[src/sv/ipv4fwd_pkg.sv]
// ----------------------------------------------------------------------------
// ipv4fwd_pkg
// Shared constants, result codes and controller/datapath interface types for
// the IPv4 forwarding engine.
// ----------------------------------------------------------------------------
package ipv4fwd_pkg;

  localparam int ROUTE_ENTRIES = 64;
  localparam int IDX_W         = (ROUTE_ENTRIES > 1) ? $clog2(ROUTE_ENTRIES) : 1;
  localparam int COUNT_W       = $clog2(ROUTE_ENTRIES + 1);

  localparam logic [COUNT_W-1:0] COUNT_MAX = COUNT_W'(ROUTE_ENTRIES);

  localparam logic REQ_FORWARD = 1'b0;
  localparam logic REQ_ADD     = 1'b1;

  localparam logic [2:0] ACT_FORWARD  = 3'd0;
  localparam logic [2:0] ACT_LOCAL    = 3'd1;
  localparam logic [2:0] ACT_NO_ROUTE = 3'd2;
  localparam logic [2:0] ACT_TTL      = 3'd3;
  localparam logic [2:0] ACT_STORED   = 3'd4;
  localparam logic [2:0] ACT_FULL     = 3'd5;

  localparam logic [15:0] CSUM_INC = 16'h0100;

  typedef struct packed {
    logic load;
    logic scan;
    logic exec;
    logic emit;
  } fwd_cmd_t;

  typedef struct packed {
    logic scan_done;
  } fwd_status_t;

endpackage

[src/sv/ipv4fwd_ctrl.sv]
// ----------------------------------------------------------------------------
// ipv4fwd_ctrl
// Sequencer for one request word: load, table scan, table update or next hop
// read, then result emit.
// ----------------------------------------------------------------------------
module ipv4fwd_ctrl
  import ipv4fwd_pkg::*;
(
  input  logic        clk,
  input  logic        rst,
  input  logic        start,
  input  fwd_status_t status,
  output fwd_cmd_t    cmd,
  output logic        busy
);

  localparam logic [1:0] ST_IDLE = 2'd0;
  localparam logic [1:0] ST_SCAN = 2'd1;
  localparam logic [1:0] ST_EXEC = 2'd2;
  localparam logic [1:0] ST_RESP = 2'd3;

  logic [1:0] state;
  logic [1:0] state_next;

  always_ff @(posedge clk) begin
    if (rst) begin
      state <= ST_IDLE;
    end else begin
      state <= state_next;
    end
  end

  always_comb begin
    state_next = state;
    cmd        = '0;
    unique case (state)
      ST_IDLE: begin
        if (start) begin
          cmd.load   = 1'b1;
          state_next = ST_SCAN;
        end
      end
      ST_SCAN: begin
        cmd.scan = 1'b1;
        if (status.scan_done) begin
          state_next = ST_EXEC;
        end
      end
      ST_EXEC: begin
        cmd.exec   = 1'b1;
        state_next = ST_RESP;
      end
      ST_RESP: begin
        cmd.emit   = 1'b1;
        state_next = ST_IDLE;
      end
      default: begin
        state_next = ST_IDLE;
      end
    endcase
  end

  assign busy = (state != ST_IDLE);

endmodule

[src/sv/ipv4fwd_dp.sv]
// ----------------------------------------------------------------------------
// ipv4fwd_dp
// Datapath: request registers, route memories with a linear exact-match scan,
// route insert/update, TTL and checksum update and the result register.
// ----------------------------------------------------------------------------
module ipv4fwd_dp
  import ipv4fwd_pkg::*;
(
  input  logic        clk,
  input  logic        rst,
  input  fwd_cmd_t    cmd,
  output fwd_status_t status,
  input  logic        req_type,
  input  logic [31:0] dest_ip,
  input  logic [31:0] next_hop,
  input  logic [7:0]  ttl_in,
  input  logic [15:0] checksum_in,
  input  logic        local_addr_valid,
  output logic        local_addr_ready,
  input  logic [31:0] local_addr,
  output logic        done,
  output logic [2:0]  action,
  output logic [31:0] next_hop_out,
  output logic [7:0]  ttl_out,
  output logic [15:0] checksum_out
);

  logic [31:0] dest_mem [ROUTE_ENTRIES];
  logic [31:0] hop_mem  [ROUTE_ENTRIES];

  logic              req_type_r;
  logic [31:0]       dest_r;
  logic [31:0]       hop_r;
  logic [7:0]        ttl_r;
  logic [15:0]       csum_r;
  logic [31:0]       router_addr;
  logic [COUNT_W-1:0] route_count;
  logic [COUNT_W-1:0] scan_addr;
  logic              rd_valid;
  logic [31:0]       rd_dest;
  logic [IDX_W-1:0]  rd_idx;
  logic              hit;
  logic [IDX_W-1:0]  hit_idx;
  logic [31:0]       rd_hop;
  logic              full;

  logic              issue;
  logic              match;
  logic              add_new;
  logic              hop_we;
  logic [IDX_W-1:0]  hop_idx;
  logic [16:0]       sum_wide;
  logic [15:0]       csum_next;

  assign local_addr_ready = 1'b1;

  // scan control
  assign issue = cmd.scan && !hit && (scan_addr < route_count);
  assign match = rd_valid && (rd_dest == dest_r);
  assign status.scan_done = hit || (!rd_valid && (scan_addr >= route_count));

  // table update
  assign add_new = cmd.exec && (req_type_r == REQ_ADD) && !hit && (route_count < COUNT_MAX);
  assign hop_we  = (cmd.exec && (req_type_r == REQ_ADD) && hit) || add_new;
  assign hop_idx = hit ? hit_idx : route_count[IDX_W-1:0];

  // one's complement add with end-around carry
  assign sum_wide  = {1'b0, csum_r} + {1'b0, CSUM_INC};
  assign csum_next = sum_wide[15:0] + {15'd0, sum_wide[16]};

  always_ff @(posedge clk) begin
    if (cmd.load) begin
      req_type_r <= req_type;
      dest_r     <= dest_ip;
      hop_r      <= next_hop;
      ttl_r      <= ttl_in;
      csum_r     <= checksum_in;
    end
  end

  always_ff @(posedge clk) begin
    if (rst) begin
      router_addr <= '0;
    end else if (local_addr_valid && local_addr_ready) begin
      router_addr <= local_addr;
    end
  end

  always_ff @(posedge clk) begin
    if (issue) begin
      rd_dest <= dest_mem[scan_addr[IDX_W-1:0]];
      rd_idx  <= scan_addr[IDX_W-1:0];
    end
    if (add_new) begin
      dest_mem[route_count[IDX_W-1:0]] <= dest_r;
    end
  end

  always_ff @(posedge clk) begin
    if (cmd.exec) begin
      rd_hop <= hop_mem[hit_idx];
    end
    if (hop_we) begin
      hop_mem[hop_idx] <= hop_r;
    end
  end

  always_ff @(posedge clk) begin
    if (rst) begin
      scan_addr <= '0;
      rd_valid  <= 1'b0;
      hit       <= 1'b0;
    end else if (cmd.load) begin
      scan_addr <= '0;
      rd_valid  <= 1'b0;
      hit       <= 1'b0;
    end else begin
      rd_valid <= issue;
      if (issue) begin
        scan_addr <= scan_addr + COUNT_W'(1);
      end
      if (match && !hit) begin
        hit     <= 1'b1;
        hit_idx <= rd_idx;
      end
    end
  end

  always_ff @(posedge clk) begin
    if (rst) begin
      route_count <= '0;
    end else if (add_new) begin
      route_count <= route_count + COUNT_W'(1);
    end
  end

  always_ff @(posedge clk) begin
    if (cmd.exec) begin
      full <= !hit && (route_count == COUNT_MAX);
    end
  end

  always_ff @(posedge clk) begin
    if (rst) begin
      done <= 1'b0;
    end else begin
      done <= cmd.emit;
    end
  end

  always_ff @(posedge clk) begin
    if (cmd.emit) begin
      next_hop_out <= '0;
      ttl_out      <= '0;
      checksum_out <= '0;
      if (req_type_r == REQ_ADD) begin
        action <= full ? ACT_FULL : ACT_STORED;
      end else if (!hit) begin
        action <= ACT_NO_ROUTE;
      end else if (ttl_r <= 8'd1) begin
        action <= ACT_TTL;
      end else begin
        action       <= (dest_r == router_addr) ? ACT_LOCAL : ACT_FORWARD;
        next_hop_out <= rd_hop;
        ttl_out      <= ttl_r - 8'd1;
        checksum_out <= csum_next;
      end
    end
  end

endmodule

[src/sv/ipv4_forward_with_route_table.sv]
// ----------------------------------------------------------------------------
// ipv4_forward_with_route_table
// IPv4 forwarding engine with an exact-match route table: route add and
// header forward decision with TTL decrement and checksum update.
//
//   channel     handshake                      word
//   request     start / busy                   req_type, dest_ip, next_hop,
//                                              ttl_in, checksum_in
//   result      done (one-cycle strobe)        action, next_hop_out, ttl_out,
//                                              checksum_out
//   local addr  local_addr_valid / _ready      local_addr
//
// the route memory is scanned one entry per cycle up to the first match or
// the fill count
// done is high in the first cycle that busy is low; a new request may start
// that cycle
// reset clears the fill count, so the route memories need no clearing pass
// the receiver cannot stall; the result is valid for the done cycle only
// ----------------------------------------------------------------------------
module ipv4_forward_with_route_table
  import ipv4fwd_pkg::*;
(
  input  logic        clk,
  input  logic        rst,
  input  logic        start,
  output logic        busy,
  input  logic        req_type,
  input  logic [31:0] dest_ip,
  input  logic [31:0] next_hop,
  input  logic [7:0]  ttl_in,
  input  logic [15:0] checksum_in,
  input  logic        local_addr_valid,
  output logic        local_addr_ready,
  input  logic [31:0] local_addr,
  output logic        done,
  output logic [2:0]  action,
  output logic [31:0] next_hop_out,
  output logic [7:0]  ttl_out,
  output logic [15:0] checksum_out
);

  fwd_cmd_t    cmd;
  fwd_status_t status;

  ipv4fwd_ctrl u_ctrl (
    .clk    (clk),
    .rst    (rst),
    .start  (start),
    .status (status),
    .cmd    (cmd),
    .busy   (busy)
  );

  ipv4fwd_dp u_dp (
    .clk              (clk),
    .rst              (rst),
    .cmd              (cmd),
    .status           (status),
    .req_type         (req_type),
    .dest_ip          (dest_ip),
    .next_hop         (next_hop),
    .ttl_in           (ttl_in),
    .checksum_in      (checksum_in),
    .local_addr_valid (local_addr_valid),
    .local_addr_ready (local_addr_ready),
    .local_addr       (local_addr),
    .done             (done),
    .action           (action),
    .next_hop_out     (next_hop_out),
    .ttl_out          (ttl_out),
    .checksum_out     (checksum_out)
  );

  a_start_busy: assert property (@(posedge clk) disable iff (rst)
    (start && !busy) |=> busy)
    else $error("accepted request did not raise busy");

  a_done_after_emit: assert property (@(posedge clk) disable iff (rst)
    done |-> ($past(cmd.emit) && !busy))
    else $error("result strobe without emit");

  a_action_code: assert property (@(posedge clk) disable iff (rst)
    done |-> (action <= ACT_FULL))
    else $error("undefined action code");

  a_fwd_ttl: assert property (@(posedge clk) disable iff (rst)
    (done && (action == ACT_FORWARD || action == ACT_LOCAL)) |-> (ttl_out != 8'd0))
    else $error("forwarded header with zero ttl");

endmodule

[config.mk]
export PLATFORM = sky130hd
export DESIGN_NAME = ipv4_forward_with_route_table
export DESIGN_NICKNAME = d
export VERILOG_FILES = /design/src/sv/ipv4fwd_pkg.sv /design/src/sv/ipv4fwd_ctrl.sv /design/src/sv/ipv4fwd_dp.sv /design/src/sv/ipv4_forward_with_route_table.sv
export SDC_FILE = /design/constraint.sdc
export NUM_CORES = 2
export LEC_CHECK = 0
export BUFFER_PORTS_ARGS = -buffer_cell sky130_fd_sc_hd__buf_4
export CORE_ASPECT_RATIO = 1.2
export CORE_UTILIZATION = 65
export DETAILED_ROUTE_END_ITERATION = 8
export GPL_ROUTABILITY_DRIVEN = 0
export PLACE_DENSITY = 0.82
export SYNTH_ARGS = -nofsm -noshare
export SYNTH_HDL_FRONTEND = slang
export SYNTH_SLANG_ARGS = --single-unit
export TNS_END_PERCENT = 10
[constraint.sdc]
create_clock -name clk -period 12.1 [get_ports clk]
set_clock_uncertainty 0.2 [all_clocks]
set_input_delay 0.605 -clock clk [delete_from_list [all_inputs] [get_ports clk]]
set_output_delay 0.605 -clock clk [all_outputs]
set_load 0.1 [all_outputs]
### Word-level counts from Yosys, hierarchy flattened

Memory sizes are Yosys's and may differ from the RTL's. A register that Yosys moved wholly into a read port is not among the register bits.
Index checks and enable logic that the tools add are counted.

| storage, ports and cells | value |
|---|---|
| memories | 2 |
| logic and storage cells | 79 |
| output and inout port bits | 62 |
| RAM bits | 4096 |
| bits of input ports | 125 |
| register bits after elaboration | 212 |

Memory list:

| memory | depth | width | read ports | clocked after memory_dff | write ports | line | RTL |
|---|---|---|---|---|---|---|---|
| u_dp.dest_mem | 64 | 32 | 1 | 1 | 1 | ipv4fwd_dp.sv:28 | `logic [31:0] dest_mem [ROUTE_ENTRIES];` |
| u_dp.hop_mem | 64 | 32 | 1 | 1 | 1 | ipv4fwd_dp.sv:29 | `logic [31:0] hop_mem [ROUTE_ENTRIES];` |

| operators by class | value |
|---|---|
| reduce and logical (&&, ||, !) cells | 20 |
| order comparisons | 4 |
| bitwise operators | 3 |
| add/sub/neg operators | 5 |
| equality and inequality tests | 8 |
| multiplexer cells | 18 |

Operators by type and width:

| kind | count |
|---|---|
| 32-bit == test | 2 |
| 16-bit by 9-bit adder with 17-bit output, second input constant | 1 |
| 16-bit by 1-bit adder with 16-bit output | 1 |
| 7-bit by 1-bit adder with 7-bit output, second input constant | 2 |
| 1-bit two-way mux | 11 |
| 1-bit logical AND | 10 |
| 3-bit two-way mux | 3 |
| 8-bit by 1-bit <= comparator with 1-bit output, second input constant | 1 |
| 2-bit case mux with 4 select lines | 1 |
| 8-bit by 1-bit subtractor with 8-bit output, second input constant | 1 |
| 7-bit == test, second input constant | 1 |
| 7-bit greater-or-equal comparator | 1 |
| 7-bit less-than comparator | 1 |
| 7-bit less-than comparator, second input constant | 1 |
| 6-bit two-way mux | 1 |
| 2-bit == test, second input constant | 2 |
| 2-bit two-way mux | 2 |
| 2-bit != test, second input constant | 2 |
| 1-bit inverter | 3 |
| 3-bit AND reduction | 1 |
| 3-bit OR reduction | 1 |
| 2-bit by 1-bit == test with 1-bit output, second input constant | 1 |
| 1-bit logical NOT | 2 |
| 2-bit logical NOT | 1 |
| other kinds (4) | 5 |

### Longest topological paths before layout

| depth | value |
|---|---|
| depth in word-level cells | 8 |
| depth in mapped cells | 11 |
| mapped depth without buffers | 10 |

### By module

From an unflattened synthesis, not the netlist that was laid out.

| second synthesis, totals | value |
|---|---|
| cells, all modules | 7408 |
| area, all modules | 167222.9 µm² |

By module, submodules not included:

| module | cells each | area an instance (µm²) | times used | seq. area each (µm²) |
|---|---|---|---|---|
| ipv4fwd_dp | 7389 | 167033.9 | 1 | 130735.4 |
| ipv4fwd_ctrl | 19 | 188.9 | 1 | 40.0 |

### Worst setup path before layout

Ideal clock, no wire load.

| timing | value |
|---|---|
| path kind | register -> register |
| from | register u_ctrl.state[0] |
| to | memory u_dp.dest_mem[63][0], enable pin |
| slack | 7.761 ns |
| library setup time | 0.421 ns |
| path buffers | 1 |
| data required time | 11.479 ns |
| clock period less this slack | 4.339 ns |
| arrival | 3.717 ns |
| cell stages (with the launch flop) | 9 |
| cells stage by stage | dfxtp_1 > inv_1 > ha_1 > nand2_1 > nor3_2 > and2_1 > nand3_1 > clkbuf_1 > nor2_1 |

| between the ends | value |
|---|---|
| longest elaborated chain between the ends | 7 |

RTL lines:

| element | line | RTL |
|---|---|---|
| from (decl) | ipv4fwd_ctrl.sv:22 | `logic [1:0] state;` |
| from (signal assigned) | ipv4fwd_ctrl.sv:29 | `state <= state_next;` |
| 2-bit == test | ipv4fwd_ctrl.sv:36 | `unique case (state)` |
| 1-bit two-way mux | ipv4fwd_ctrl.sv:36 |  |
| 1-bit logical AND (3 in a row) | ipv4fwd_dp.sv:63 | `assign add_new = cmd.exec && (req_type_r == REQ_ADD) && !hit && (route_count < COUNT_MAX);` |
| 1-bit two-way mux | ipv4fwd_dp.sv:94 | `if (add_new) begin` |
| 1-bit two-way mux (implied by the code) | ipv4fwd_dp.sv:95 | `dest_mem[route_count[IDX_W-1:0]] <= dest_r;` |
| to (decl) | ipv4fwd_dp.sv:28 |  |

Every way passes these cells.

==> results_dict.tcl <==
set metrics [dict create \
    period_share_pct 46.8 \
    vias_per_cell 8.17 \
    routedWlPerCell_um 47.9 \
    cts_tree "built" \
    insertion_delay_ps 1110 \
    min_from "local_addr_valid" \
    syn-cell-area_um2 166000 \
    crit_path_start "u_dp.hit_idx[1]" \
    synthTopCellsByArea "edfxtp_1 78%, mux4_2 13%, mux2i_1 1.0%" \
    initial_utilization_pct 65.5 \
    outcome "complete, but fails checks" \
    cts_buffers 414 \
    r2r.worst_path.cells 7 \
    final_antenna_net_count 0 \
    cts_buffer_depth 4 \
    min_to "u_dp.router_addr[6]" \
    totalWireLength_um 564000 \
    setup_ws_ps 6430 \
    synth_top_cell_by_area "edfxtp_1" \
    worst_slew_margin_rel_pct -7.52 \
    track_usage_pct 43.5 \
    violations "design-rule violations, max-capacitance violations, max-slew violations" \
    antenna_found_initial 53 \
    port_buffers 185 \
    tightest_slew_ps 1600 \
    area_growth_pct 13.5 \
    placed_cell_area_um2 173000 \
    finalMaxSlewViolations 2 \
    stdcell_count 11800 \
    grt_pass1_wl_um 760000 \
    synth.avg_cell_area_um2 22.4 \
    fill_cells 11900 \
    worstSetupStartpointType "register" \
    drive_above_1_share_pct 26.6 \
    r2r-end "u_dp.rd_hop[23]" \
    yosys_warnings 0 \
    chipWidth_um 463 \
    synth-seq-cells 4372 \
    arrival_ps 6210 \
    dp_slack_ps 6960 \
    rows 202 \
    drv_cap 1 \
    cp.required_ps 12640 \
    synthFlopType "edfxtp_1" \
    dr.pass1.iters 9 \
    crit_fanout 126 \
    rsz0062_at_grt "no" \
    die_h_um 555 \
    fmax_ghz 0.176 \
    synth_cells 7391 \
    synth_top_area_share_pct 78.3 \
    finish.instance_area_um2 188000 \
    crit_path_cell_trace "buf_12, buf_4, mux4_2, o22ai_1, nor2_1, a21oi_1, a221oi_1" \
    cts.sinks 4372 \
    synth.distinct_cells 60 \
    cp_slowest_cell "o22ai_1" \
    drc 1 \
    grt_pass1_vias 94700 \
    power_density_nw_per_um2 179 \
    synth_edf_count 4321 \
    ir_drop_v 0.000238 \
    cp_num_buf_inv 2 \
    placedCellCount 10800 \
    drt-initial-drc-count 19800 \
    post-route-min-period_ps 5670 \
    worst-setup-path-type "reg2reg" \
    root_buffer "clkbuf_16" \
    ioPinCount 187 \
    cellLeakagePower_nw 58.2 \
    syn_nets 7537 \
    grt_overflow 0 \
    die_area_um2 257000 \
    setup-tns-final_ps 0 \
    grt_max_degree 139 \
    setup_violations 0 \
    end_kind "register" \
    clk_pin_slew_ps 80 \
    num-nets-final 8169 \
    synth_seq_area_share_pct 79.0 \
    r2r_start "u_dp.hit_idx[1]" \
    hp-class "in2reg" \
    ctsHtreeMaxLevel 5 \
    max_stage_delay_ps 1040 \
    r2r_slack_ps 6430 \
    whs_path_depth 3 \
    coreArea_um2 253000 \
    finalHoldViolCount 0 \
    via_count 96300 \
    path_delay_family "compound AO/OA/AOI/OAI gates" \
    dpl.hpwl_um 247000 \
    async_reset_ff_share_pct 0 \
]
[worst register-to-register path: cells and delay by family, from the launching register on]
family	cells	cell delay [ps]
mux	1	480
compound gates	3	1950
buf+inv	2	1650
simple gates	1	510
flops	1	560
[how the worst max path moves through the flow]
| stage | slack [ps] | depth (start not counted) | to |
|---|---|---|---|
| after CTS | 6810 | 6 | u_dp.rd_dest[22] |
| final | 6430 | 7 | u_dp.rd_hop[23] |
| after detailed placement | 6960 | 6 | u_dp.rd_dest[22] |
| after global placement | 6920 | 6 | u_dp.rd_dest[15] |
| after global routing | 6490 | 7 | u_dp.rd_dest[3] |
| after floorplan | 7760 | 8 | u_dp.dest_mem[63][0] |
[sequential cells by signal, summed over array words and instances, names as in the netlist]
register	cells
u_dp.dest_mem	2048
u_dp.hop_mem	2048
u_dp.dest_r	32
u_dp.hop_r	32
u_dp.next_hop_out	32
u_dp.rd_dest	32
u_dp.rd_hop	32
u_dp.router_addr	32
u_dp.checksum_out	16
u_dp.csum_r	16
u_dp.ttl_out	8
u_dp.ttl_r	8
u_dp.route_count	7
u_dp.scan_addr	7
u_dp.hit_idx	6
u_dp.rd_idx	6
u_dp.action	3
u_ctrl.state	2
u_dp.done	1
u_dp.full	1
u_dp.hit	1
u_dp.rd_valid	1
u_dp.req_type_r	1
[cells in the final DEF, fill, tap and decap left out, types with 14 or more instances in the layout]
| cell | instances |
|---|---|
| edfxtp_1 | 4321 |
| mux4_2 | 975 |
| buf_4 | 462 |
| clkbuf_16 | 423 |
| a22oi_1 | 203 |
| mux2i_1 | 167 |
| nand2_1 | 145 |
| dlygate4sd3_1 | 141 |
| a21oi_1 | 140 |
| nor2_4 | 131 |
| nor2_1 | 114 |
| o22ai_1 | 91 |
| clkinv_1 | 82 |
| a211oi_1 | 71 |
| clkinv_2 | 69 |
| diode_2 | 62 |
| bufinv_16 | 62 |
| a22o_1 | 61 |
| xor2_1 | 60 |
| clkbuf_1 | 60 |
| o221ai_1 | 56 |
| nand3_1 | 50 |
| and2_1 | 46 |
| dfxtp_1 | 46 |
| a221oi_1 | 39 |
| xnor2_1 | 31 |
| clkinvlp_4 | 25 |
| a221o_1 | 24 |
| ha_1 | 19 |
| and3_1 | 18 |
| o21ai_0 | 15 |
| nand4_1 | 15 |
| a311oi_1 | 14 |
| clkinv_4 | 14 |
[cells by family after synthesis]
| logic type | count (synthesis) | synth area share, % |
|---|---|---|
| XOR/XNOR | 91 | 0.481 |
| flip-flops | 4372 | 79.0 |
| buffers and inverters | 414 | 1.22 |
| other | 1 | 0.00226 |
| multiplexers | 1144 | 14.3 |
| AND/OR/NAND/NOR | 604 | 1.66 |
| AO/OA/AOI/OAI | 744 | 3.24 |
| adder cells (fa/ha/maj) | 21 | 0.159 |
[stage by stage]
step | utilization, % | power (mW) | hold slack (ps)
after CTS | 74.3 | 33.1 | 3.11
final | 74.4 | 33.6 | 6.69
after floorplan | - | 18.9 | 200
after detailed placement | 68.3 | 19.8 | 205
after global placement | 68.3 | 19.7 | 201
after global routing | 74.4 | 33.9 | 7.79
[synth_stat cells, types with 9 or more instances]
| cell type | instances |
|---|---|
| a211oi_1 | 74 |
| a21oi_1 | 140 |
| a221o_1 | 24 |
| a221oi_1 | 39 |
| a22o_1 | 61 |
| a22oi_1 | 203 |
| a311oi_1 | 14 |
| and2_1 | 47 |
| and3_1 | 18 |
| buf_1 | 27 |
| buf_2 | 115 |
| buf_4 | 42 |
| buf_6 | 23 |
| clkbuf_1 | 191 |
| dfxtp_1 | 51 |
| edfxtp_1 | 4321 |
| ha_1 | 21 |
| inv_1 | 13 |
| mux2i_1 | 167 |
| mux4_2 | 975 |
| nand2_1 | 146 |
| nand3_1 | 50 |
| nand4_1 | 15 |
| nor2_1 | 247 |
| nor2b_1 | 18 |
| nor3_1 | 10 |
| nor4_1 | 13 |
| o21ai_0 | 15 |
| o221ai_1 | 56 |
| o22ai_1 | 91 |
| or3_1 | 9 |
| xnor2_1 | 31 |
| xor2_1 | 60 |
[per-layer routing]
layer	GRT usage, %	routed length (um)	part of all wire, %
met5	1.23	671	0.12
met4	38.9	67900	12
met3	12.8	82200	15
met2	68.9	264000	47
met1	47.9	149000	26
[area by class of cell]
cell class	count	area [um2]	area share [%]
tap	3366	4210	2.24
clock buffer	487	10900	5.78
timing repair buffer	614	5090	2.71
inverter	16	60.1	0.0319
clock inverter	260	2950	1.57
sequential	4372	131000	69.6
multi-input combinational	2605	33900	18.0
antenna	62	155	0.0825
[power breakdown]
part           switching, mW  internal (mW)
clock                   6.11           7.75
sequential             0.163           17.5
combinational           1.76          0.344
[timing repair]
action | 4_1_cts | 5_1_grt
hold buffers | 141 | 0
setup buffers | 0 | 0
gates resized for setup | 0 | 0
hold endpoints to repair | 127 | 0
(Power assumes the default switching activity.)
